<file path="config.mk">
export PLATFORM = sky130hd
export DESIGN_NAME = hsv_to_rgb_converter
export DESIGN_NICKNAME = d
export VERILOG_FILES = /design/src/rtl/hsv_pkg.sv /design/src/rtl/hsv_to_rgb_converter.sv /design/src/rtl/hsv_front.sv /design/src/rtl/hsv_recip.sv /design/src/rtl/hsv_prod.sv /design/src/rtl/hsv_out.sv
export SDC_FILE = /design/constraint.sdc
export NUM_CORES = 2
export LEC_CHECK = 0
export BUFFER_PORTS_ARGS = -buffer_cell sky130_fd_sc_hd__buf_4
export CORE_MARGIN = 2
export CORE_UTILIZATION = 60
export CTS_CLUSTER_DIAMETER = 30
export DETAILED_ROUTE_END_ITERATION = 8
export PLACE_DENSITY = 0.79
export RECOVER_POWER = 50
export SLEW_MARGIN = 20
export SYNTH_ARGS = -nofsm -noshare
export SYNTH_HDL_FRONTEND = slang
export SYNTH_HIERARCHICAL = 1
export SYNTH_SLANG_ARGS = --single-unit
export TNS_END_PERCENT = 100
</file>
<file path="constraint.sdc">
create_clock -name i_clk -period 8.06 [get_ports i_clk]
set_input_delay 0.403 -clock i_clk [delete_from_list [all_inputs] [get_ports i_clk]]
set_output_delay 0.403 -clock i_clk [all_outputs]
set_load 0.02 [all_outputs]
</file>
<file path="src/rtl/hsv_pkg.sv">
`default_nettype none

package hsv_pkg;

    // Input ranges: hue in sixteenths of a degree, percentages in sixteenths
    localparam logic [12:0] HUE_MAX     = 13'd5760;
    localparam logic [10:0] PCT_MAX     = 11'd1600;
    localparam int          SECTOR_SPAN = 960;

    // Q1.16 one
    localparam logic [16:0] ONE_Q16 = 17'h10000;

    // Exact reciprocal for floor(n / 100), n < 2**23
    localparam logic [23:0] RECIP_100       = 24'd10737419;
    localparam int          RECIP_100_SHIFT = 30;
    // Exact reciprocal for floor(n / 30), n < 2**21
    localparam logic [21:0] RECIP_30        = 22'd2236963;
    localparam int          RECIP_30_SHIFT  = 26;

    // Bias terms after the common factors are pulled out of the divisors
    localparam logic [22:0] PCT_BIAS  = 23'd50;
    localparam logic [20:0] FRAC_BIAS = 21'd15;

    typedef enum logic [2:0] {
        SEC_R_TO_Y = 3'd0,
        SEC_Y_TO_G = 3'd1,
        SEC_G_TO_C = 3'd2,
        SEC_C_TO_B = 3'd3,
        SEC_B_TO_M = 3'd4,
        SEC_M_TO_R = 3'd5
    } t_sector;

    // After clamp and hue split
    typedef struct packed {
        logic [22:0] sat_num;
        logic [22:0] val_num;
        logic [20:0] frac_num;
        t_sector     sector;
    } t_split;

    // After the constant divisions
    typedef struct packed {
        logic [16:0] s;
        logic [16:0] v;
        logic [15:0] f;
        t_sector     sector;
    } t_norm;

    // After the saturation products
    typedef struct packed {
        logic [16:0] one_m_s;
        logic [16:0] s_f;
        logic [16:0] s_omf;
        logic [16:0] v;
        t_sector     sector;
    } t_sprod;

    // After the value products
    typedef struct packed {
        logic [16:0] p;
        logic [16:0] q;
        logic [16:0] t;
        logic [16:0] v;
        t_sector     sector;
    } t_vprod;

    function automatic logic [12:0] sector_base(input t_sector sec);
        logic [12:0] base;
        case (sec)
            SEC_R_TO_Y: base = 13'(0 * SECTOR_SPAN);
            SEC_Y_TO_G: base = 13'(1 * SECTOR_SPAN);
            SEC_G_TO_C: base = 13'(2 * SECTOR_SPAN);
            SEC_C_TO_B: base = 13'(3 * SECTOR_SPAN);
            SEC_B_TO_M: base = 13'(4 * SECTOR_SPAN);
            SEC_M_TO_R: base = 13'(5 * SECTOR_SPAN);
            default:    base = 13'd0;
        endcase
        return base;
    endfunction

    // Q1.16 product, rounded half up
    function automatic logic [16:0] q16_mul(input logic [16:0] a, input logic [16:0] b);
        logic [33:0] prod;
        prod = ({17'd0, a} * {17'd0, b}) + 34'd32768;
        return prod[32:16];
    endfunction

    // Q1.16 to 8-bit channel, rounded half up
    // 255*x + 32768 fits 24 bits, so x*256 may wrap at bit 24 and still cancel
    function automatic logic [7:0] to_channel(input logic [16:0] x);
        logic [23:0] acc;
        acc = {x[15:0], 8'd0} - {7'd0, x} + 24'd32768;
        return acc[23:16];
    endfunction

endpackage

`default_nettype wire

</file>
<file path="src/rtl/hsv_to_rgb_converter.sv">
`default_nettype none

// Channel   Direction  Ports           Payload
// s_axis    in         tvalid/tready   tdata[39:0]: hue, saturation, brightness
// m_axis    out        tvalid/tready   tdata[23:0]: red, green, blue
//
// One request per clock sustained while m_axis is ready; five register stages
// (clamp/split, reciprocal divide, saturation products, value products, sector
// select with channel rounding), each request passing through them in that
// order to the output register that drives m_axis.
// Reset clears only the stage valid bits; payload registers are not reset.
// A stall on m_axis backs up stage by stage; empty stages keep filling, so
// s_axis keeps taking requests until every stage holds one.
//
// Saturation zero needs no special path: p, q and t all reduce to v.

module hsv_to_rgb_converter
    import hsv_pkg::*;
(
    input  wire logic        i_clk,
    input  wire logic        i_rst_n,
    input  wire logic        i_s_axis_tvalid,
    output logic             o_s_axis_tready,
    // [12:0] hue, [23:13] saturation, [34:24] brightness, [39:35] zero
    input  wire logic [39:0] i_s_axis_tdata,
    output logic             o_m_axis_tvalid,
    input  wire logic        i_m_axis_tready,
    // [7:0] red, [15:8] green, [23:16] blue
    output logic [23:0]      o_m_axis_tdata
);

    logic   split_valid;
    logic   split_ready;
    t_split split_data;
    logic   norm_valid;
    logic   norm_ready;
    t_norm  norm_data;
    logic   vprod_valid;
    logic   vprod_ready;
    t_vprod vprod_data;

    // Clamp inputs, fold full turn, find sector and remainder
    hsv_front u_front (
        .i_clk   (i_clk),
        .i_rst_n (i_rst_n),
        .i_valid (i_s_axis_tvalid),
        .o_ready (o_s_axis_tready),
        .i_hue   (i_s_axis_tdata[12:0]),
        .i_sat   (i_s_axis_tdata[23:13]),
        .i_bri   (i_s_axis_tdata[34:24]),
        .i_ready (split_ready),
        .o_valid (split_valid),
        .o_data  (split_data)
    );

    // Convert to Q1.16 through exact constant reciprocals
    hsv_recip u_recip (
        .i_clk   (i_clk),
        .i_rst_n (i_rst_n),
        .i_valid (split_valid),
        .o_ready (split_ready),
        .i_data  (split_data),
        .i_ready (norm_ready),
        .o_valid (norm_valid),
        .o_data  (norm_data)
    );

    // Form p, q and t over two multiply stages
    hsv_prod u_prod (
        .i_clk   (i_clk),
        .i_rst_n (i_rst_n),
        .i_valid (norm_valid),
        .o_ready (norm_ready),
        .i_data  (norm_data),
        .i_ready (vprod_ready),
        .o_valid (vprod_valid),
        .o_data  (vprod_data)
    );

    // Pick channels by sector and round to 8 bits; output register
    hsv_out u_out (
        .i_clk   (i_clk),
        .i_rst_n (i_rst_n),
        .i_valid (vprod_valid),
        .o_ready (vprod_ready),
        .i_data  (vprod_data),
        .i_ready (i_m_axis_tready),
        .o_valid (o_m_axis_tvalid),
        .o_rgb   (o_m_axis_tdata)
    );

endmodule

`default_nettype wire

</file>
<file path="src/rtl/hsv_front.sv">
`default_nettype none

module hsv_front
    import hsv_pkg::*;
(
    input  wire logic        i_clk,
    input  wire logic        i_rst_n,
    input  wire logic        i_valid,
    output logic             o_ready,
    input  wire logic [12:0] i_hue,
    input  wire logic [10:0] i_sat,
    input  wire logic [10:0] i_bri,
    input  wire logic        i_ready,
    output logic             o_valid,
    output t_split           o_data
);

    logic        r_valid;
    t_split      r_data;
    t_split      n_data;
    logic [12:0] hue_w;
    logic [10:0] sat_c;
    logic [10:0] bri_c;
    logic [2:0]  sec_cnt;
    logic [12:0] rem_full;

    always_comb begin
        // Clamp, then fold a full turn back to zero
        hue_w = (i_hue >= HUE_MAX) ? 13'd0 : i_hue;
        sat_c = (i_sat > PCT_MAX) ? PCT_MAX : i_sat;
        bri_c = (i_bri > PCT_MAX) ? PCT_MAX : i_bri;

        sec_cnt = 3'd0;
        for (int k = 1; k <= 5; k++) begin
            if (hue_w >= 13'(k * SECTOR_SPAN)) begin
                sec_cnt = sec_cnt + 3'd1;
            end
        end
        n_data.sector = t_sector'(sec_cnt);
        rem_full      = hue_w - sector_base(n_data.sector);

        n_data.sat_num  = {sat_c, 12'd0} + PCT_BIAS;
        n_data.val_num  = {bri_c, 12'd0} + PCT_BIAS;
        n_data.frac_num = {rem_full[9:0], 11'd0} + FRAC_BIAS;
    end

    assign o_ready = !r_valid || i_ready;

    always_ff @(posedge i_clk) begin
        if (!i_rst_n) begin
            r_valid <= 1'b0;
        end else if (o_ready) begin
            r_valid <= i_valid;
        end
    end

    always_ff @(posedge i_clk) begin
        if (o_ready && i_valid) begin
            r_data <= n_data;
        end
    end

    assign o_valid = r_valid;
    assign o_data  = r_data;

endmodule

`default_nettype wire

</file>
<file path="src/rtl/hsv_recip.sv">
`default_nettype none

module hsv_recip
    import hsv_pkg::*;
(
    input  wire logic i_clk,
    input  wire logic i_rst_n,
    input  wire logic i_valid,
    output logic      o_ready,
    input  t_split    i_data,
    input  wire logic i_ready,
    output logic      o_valid,
    output t_norm     o_data
);

    logic        r_valid;
    t_norm       r_data;
    t_norm       n_data;
    logic [46:0] s_prod;
    logic [46:0] v_prod;
    logic [42:0] f_prod;

    always_comb begin
        // Divide by multiplying with an exact reciprocal
        s_prod = {24'd0, i_data.sat_num} * {23'd0, RECIP_100};
        v_prod = {24'd0, i_data.val_num} * {23'd0, RECIP_100};
        f_prod = {22'd0, i_data.frac_num} * {21'd0, RECIP_30};

        n_data.s      = s_prod[RECIP_100_SHIFT +: 17];
        n_data.v      = v_prod[RECIP_100_SHIFT +: 17];
        n_data.f      = f_prod[RECIP_30_SHIFT +: 16];
        n_data.sector = i_data.sector;
    end

    assign o_ready = !r_valid || i_ready;

    always_ff @(posedge i_clk) begin
        if (!i_rst_n) begin
            r_valid <= 1'b0;
        end else if (o_ready) begin
            r_valid <= i_valid;
        end
    end

    always_ff @(posedge i_clk) begin
        if (o_ready && i_valid) begin
            r_data <= n_data;
        end
    end

    assign o_valid = r_valid;
    assign o_data  = r_data;

endmodule

`default_nettype wire

</file>
<file path="src/rtl/hsv_prod.sv">
`default_nettype none

module hsv_prod
    import hsv_pkg::*;
(
    input  wire logic i_clk,
    input  wire logic i_rst_n,
    input  wire logic i_valid,
    output logic      o_ready,
    input  t_norm     i_data,
    input  wire logic i_ready,
    output logic      o_valid,
    output t_vprod    o_data
);

    logic   r_valid_s;
    t_sprod r_sprod;
    t_sprod n_sprod;
    logic   ready_s;
    logic   r_valid_v;
    t_vprod r_vprod;
    t_vprod n_vprod;

    // First stage: saturation times fraction terms
    always_comb begin
        n_sprod.one_m_s = ONE_Q16 - i_data.s;
        n_sprod.s_f     = q16_mul(i_data.s, {1'b0, i_data.f});
        n_sprod.s_omf   = q16_mul(i_data.s, ONE_Q16 - {1'b0, i_data.f});
        n_sprod.v       = i_data.v;
        n_sprod.sector  = i_data.sector;
    end

    // Second stage: scale by value to get p, q and t
    always_comb begin
        n_vprod.p      = q16_mul(r_sprod.v, r_sprod.one_m_s);
        n_vprod.q      = q16_mul(r_sprod.v, ONE_Q16 - r_sprod.s_f);
        n_vprod.t      = q16_mul(r_sprod.v, ONE_Q16 - r_sprod.s_omf);
        n_vprod.v      = r_sprod.v;
        n_vprod.sector = r_sprod.sector;
    end

    assign ready_s = !r_valid_v || i_ready;
    assign o_ready = !r_valid_s || ready_s;

    always_ff @(posedge i_clk) begin
        if (!i_rst_n) begin
            r_valid_s <= 1'b0;
            r_valid_v <= 1'b0;
        end else begin
            if (o_ready) begin
                r_valid_s <= i_valid;
            end
            if (ready_s) begin
                r_valid_v <= r_valid_s;
            end
        end
    end

    always_ff @(posedge i_clk) begin
        if (o_ready && i_valid) begin
            r_sprod <= n_sprod;
        end
        if (ready_s && r_valid_s) begin
            r_vprod <= n_vprod;
        end
    end

    assign o_valid = r_valid_v;
    assign o_data  = r_vprod;

endmodule

`default_nettype wire

</file>
<file path="src/rtl/hsv_out.sv">
`default_nettype none

module hsv_out
    import hsv_pkg::*;
(
    input  wire logic        i_clk,
    input  wire logic        i_rst_n,
    input  wire logic        i_valid,
    output logic             o_ready,
    input  t_vprod           i_data,
    input  wire logic        i_ready,
    output logic             o_valid,
    output logic [23:0]      o_rgb
);

    logic        r_valid;
    logic [23:0] r_rgb;
    logic [23:0] n_rgb;
    logic [16:0] red_x;
    logic [16:0] grn_x;
    logic [16:0] blu_x;

    always_comb begin
        case (i_data.sector)
            SEC_R_TO_Y: begin
                red_x = i_data.v; grn_x = i_data.t; blu_x = i_data.p;
            end
            SEC_Y_TO_G: begin
                red_x = i_data.q; grn_x = i_data.v; blu_x = i_data.p;
            end
            SEC_G_TO_C: begin
                red_x = i_data.p; grn_x = i_data.v; blu_x = i_data.t;
            end
            SEC_C_TO_B: begin
                red_x = i_data.p; grn_x = i_data.q; blu_x = i_data.v;
            end
            SEC_B_TO_M: begin
                red_x = i_data.t; grn_x = i_data.p; blu_x = i_data.v;
            end
            default: begin
                red_x = i_data.v; grn_x = i_data.p; blu_x = i_data.q;
            end
        endcase
        n_rgb = {to_channel(blu_x), to_channel(grn_x), to_channel(red_x)};
    end

    assign o_ready = !r_valid || i_ready;

    always_ff @(posedge i_clk) begin
        if (!i_rst_n) begin
            r_valid <= 1'b0;
        end else if (o_ready) begin
            r_valid <= i_valid;
        end
    end

    always_ff @(posedge i_clk) begin
        if (o_ready && i_valid) begin
            r_rgb <= n_rgb;
        end
    end

    assign o_valid = r_valid;
    assign o_rgb   = r_rgb;

endmodule

`default_nettype wire

</file>
======== After elaboration in Yosys (flattened, before gate mapping) ========
Index checks and enable logic that the tools add are counted.
word-level totals
  flip-flop bits (word level) ............. 294
  input bits .............................. 44
  output and inout bits ................... 26
  word-level logic and storage cells ...... 104
cells by class
  add/subtract/negate cells ............... 23
  multiply operators ...................... 8
  order comparisons ....................... 8
  eq/ne operators ......................... 9
  mux-type cells .......................... 12
  reductions and logical operators ........ 20
operators by type and width
  operator                number
  $add 33x16->33 const B  5
  $pmux 17 s3             3
  $mul 17x17->33          4
  $mul 23x24->47 const B  2
  $add 24x16->24 const B  3
  $sub 24x17->24          3
  $sub 17x17->17 const A  3
  $pmux 10 s5             1
  $add 23x6->23 const B   2
  $mul 21x22->42 const B  1
  $mul 17x16->33          1
  $ge 13x12->1 const B    2
  $ge 13x13->1 const B    2
  $gt 11x11->1 const B    2
  $mux 11                 2
  $add 21x4->21 const B   1
  $sub 17x16->17 const A  1
  $ge 13x10->1 const B    1
  $ge 13x11->1 const B    1
  $mux 13                 1
  $eq 3x2->1 const B      4
  $mux 3                  4
  $sub 10x10->10          1
  $add 3x1->3 const B     3
  other kinds (9)         27

======== Logic depth before layout (Yosys ltp) ========
  depth in word-level cells ............... 16
  depth in mapped cells ................... 30
  gate-level depth less buffers ........... 29

======== Cells and area by module ========
Netlist, hierarchy kept.
by module, submodules not included
  module     instances  cells each  area an instance (sq um)  seq. area each (sq um)
  hsv_prod   1          5,430       50,138.1                  4,304.1
  hsv_recip  1          2,458       25,184.2                  1,611.5
  hsv_out    1          604         4,704.5                   740.7
  hsv_front  1          202         2,269.7                   1,071.0

======== Worst setup path after synthesis ========
OpenSTA, ideal clock, no wires.
  path type ............................... reg2reg
  start ................................... reg u_prod/r_sprod[20] in the netlist's numbering
  end ..................................... reg u_prod.r_vprod (netlist bit u_prod/o_data[36]) (data pin)
  library setup time ...................... 262 ps
  arrival ................................. 7,382 ps
  data required time ...................... 7,798 ps
  slack ................................... 416 ps
  cell stages (with the launch flop) ...... 29
  buffers on the path ..................... 1
  clock period less this slack ............ 7,644 ps
  cells stage by stage .................... edfxtp_1 -> inv_1 -> ha_1 -> nand2_1 -> nor3_1 -> or4b_1 -> or3_4 -> xnor2_4 -> buf_2 -> nand2_1 -> fa_1 -> fa_1 -> inv_1 -> fa_1 -> fa_1 -> fa_1 -> inv_1 -> fa_1 -> inv_1 -> ha_1 -> o21ai_0 -> a2111oi_0 -> o31ai_1 -> a21oi_1 -> o31ai_1 -> o21ai_1 -> a2111oi_0 -> o31ai_1 -> xnor2_1
RTL lines
  what                    RTL line        source
  from (decl)             hsv_prod.sv:17  t_sprod r_sprod;
  from (signal assigned)  hsv_prod.sv:61  r_sprod <= n_sprod;
  to (signal assigned)    hsv_prod.sv:64  r_vprod <= n_vprod;
  to (decl)               hsv_prod.sv:21  t_vprod r_vprod;

==> reports/summary.txt <==
Number of buffers created by CTS: 68
DR vias/cell: 5.675
Syn Inst Count: 8,694
Vias: 59,760
Fillers: 10,600
Most common cell after layout, fill and taps aside: inv_1
Placed Cells: 10,400
Die height: 374.4 um
Row count: 135
Routed Antenna Nets: 0
Violated checks: max-capacitance violations, max-slew violations
Reg clk slew, reported paths: 50 ps
Seq/Total Area, Yosys: 9.390%
Dpl hpwl: 167.8 mm
Worst hold slack: 48.15 ps
DRC viols: 0
Netlist cell types: 112
Crit-path max FO: 15
Postcts setup bufs: 0
EDFF count, synth: 254
Critical Path Sink Type: flip-flop
CTS Root Cell: clkbuf_16
Port Buffers: 64
Max cap viols: 4
Most common flop cell mapped by yosys: edfxtp_1
Routability cong.: 0.9606
Fin crit share: 96.18%
Seq. cell area: 7727 um^2
Most used cell, CP: fa_1
DR iter-0 viols: 4,428
Fin. max-slew vios: 202
Tightest Pin Transition: 4288 ps
Final hold viol count: 0
Layout cell share with drive strength beyond 1: 4.641%
Routed len/inst: 19.29 um
CTS Buffer Depth: 3
Vias in the first global route: 65,570
Die Area: 140,100 um^2
ANT cells: 0
Tmin final: 7752 ps
Final setup vio count: 0
Die X: 374.4 um
Clk_skew: 39.35 ps
Setup CP Type: reg -> reg
Initial Utilization: 60.60%
Async SR Flop Fraction: 0%
Leading cell types in the layout, fill and taps excluded: inv_1 (2,103), fa_1 (1,550), ha_1 (1,298)
Outcome: finished with violations
DR pass1 iterations: 6
Initial antenna violation count: 0
Multi-input gate area: 65,450 um^2
Total Nets Final: 11,590
Synthesis-stage register bit count: 259
Worst slew margin: -185.9%
CP max stage cell: or4_1
CTS tree: done
Hold Crit Class: in -> reg
Grt ovf: 0
Largest net degree at the start of global routing: 96
Ys Warns: 6
Critical path required time: 8440 ps
Syn_area_per_cell: 9.466 um^2
Post-Route Setup TNS: 0 ps
CP Launch Type: flip-flop
Global-route wire length before repair: 334.9 mm
H-tree levels: 3
Core Area: 135,800 um^2
Max Fclk: 129.0 MHz
Slowest cell delay on critical path: 560 ps
Worst skew pair latency: 670 ps
I/O pins: 70
DRT Wirelength: 203.1 mm
Unrepaired setup endpoints after global routing: true
Non-filler cells, final: 10,530
Mapped Area: 82,300 um^2
Gr usage total: 29.94%
Clock sink total: 259
Critical Path AT: 8130 ps
Area grow syn2layout: 6.290%
stage by stage:
stage	instance area [um^2]	setup slack, ps	utilization (%)
detailed placement	85080	-47.29	62.65
finish	87470	307.9	64.41
CTS	87480	6.118	64.41
global route	87470	-40.69	64.41
floorplan	82420	415.8	-
global placement	85080	16.31	62.65
area by class of cell:
cell class / count / area share [%]
multi-input combinational: 6011 / 74.82
inverter: 2105 / 9.033
sequential: 259 / 8.834
tap: 1781 / 2.548
timing repair buffer: 254 / 2.104
clock buffer: 82 / 2.030
clock inverter: 38 / 0.6294
cell families after synthesis:
| logic type | count (synthesis) | share of synthesized area, % |
|---|---|---|
| fa+ha+maj | 2848 | 57.44 |
| buf+inv | 2457 | 11.41 |
| simple gates | 2117 | 12.54 |
| compound gates | 729 | 6.047 |
| flops | 259 | 9.390 |
| xor+xnor | 224 | 2.425 |
| mux | 58 | 0.7374 |
| other cells | 2 | 0.009126 |
path summary, 6_finish.rpt:
| kind | end | startpoint | cells after the start | slack (ps) |
|---|---|---|---|---|
| max reg2reg | u_prod/o_data[36] | u_prod/r_sprod[29] | 25 | 310 |
| min reg2reg | u_prod/n_vprod[10] | u_recip/o_data[26] | 0 | 410 |
| max | u_prod/o_data[36] | u_prod/r_sprod[29] | 25 | 310 |
| min | u_front/o_data[19] | i_s_axis_tdata[5] | 2 | 50 |
cell usage after synthesis (all sizes together), types with 27 or more instances:
| cell type | number | area, um^2 |
|---|---|---|
| nand4 | 33 | 206.5 |
| nor3 | 69 | 350.3 |
| buf | 62 | 402.9 |
| inv | 2104 | 7898 |
| nand3 | 59 | 295.3 |
| xnor2 | 153 | 1366 |
| and2 | 578 | 3618 |
| nor2b | 43 | 269.0 |
| mux2i | 37 | 370.4 |
| o21ai | 108 | 555.5 |
| nand2 | 983 | 3692 |
| a21oi | 201 | 1010 |
| a21o | 129 | 969.7 |
| and3 | 36 | 226.5 |
| clkbuf | 290 | 1090 |
| fa | 1550 | 31030 |
| nand2b | 27 | 176.4 |
| a211oi | 51 | 392.9 |
| ha | 1298 | 16240 |
| edfxtp | 254 | 7627 |
| nor2 | 184 | 703.2 |
| xor2 | 71 | 629.4 |
critical path, delay by kind of cell, from the launching register on:
kind | cells | cell delay [ps]
flops | 1 | 430
compound gates | 7 | 1340
buf+inv | 4 | 440
simple gates | 5 | 1780
xor+xnor | 2 | 310
fa+ha+maj | 7 | 3120
flip-flops by register name, indices dropped and copies added, names as in the netlist:
name / count
u_prod/o_valid: 1
u_prod/r_sprod: 51
u_out/o_valid: 1
u_out/o_rgb: 24
u_recip/o_data: 53
u_prod/n_vprod: 20
u_prod/o_data: 71
u_prod/r_valid_s: 1
u_recip/o_valid: 1
u_front/o_valid: 1
u_front/o_data: 35
per-layer routing:
metal | share of wire (%) | track usage, % | vias to the layer above
met5 | 0 | 0 | -
met4 | 3.7 | 10.31 | 0
met3 | 8.2 | 5.268 | 520
met2 | 48 | 50.55 | 2466
met1 | 40 | 38.92 | 30000
li1 | - | - | 26770
repair_timing:
action,4_1_cts,5_1_grt
pin swaps,0,3
hold endpoints to repair,8,0
endpoints found under the setup margin,3,16
hold buffers,7,0
gates cloned,0,0
gates resized for setup,2,28
Power is not shown: default switching activity piles up to over one toggle a cycle in this logic, so the estimate is an artifact.
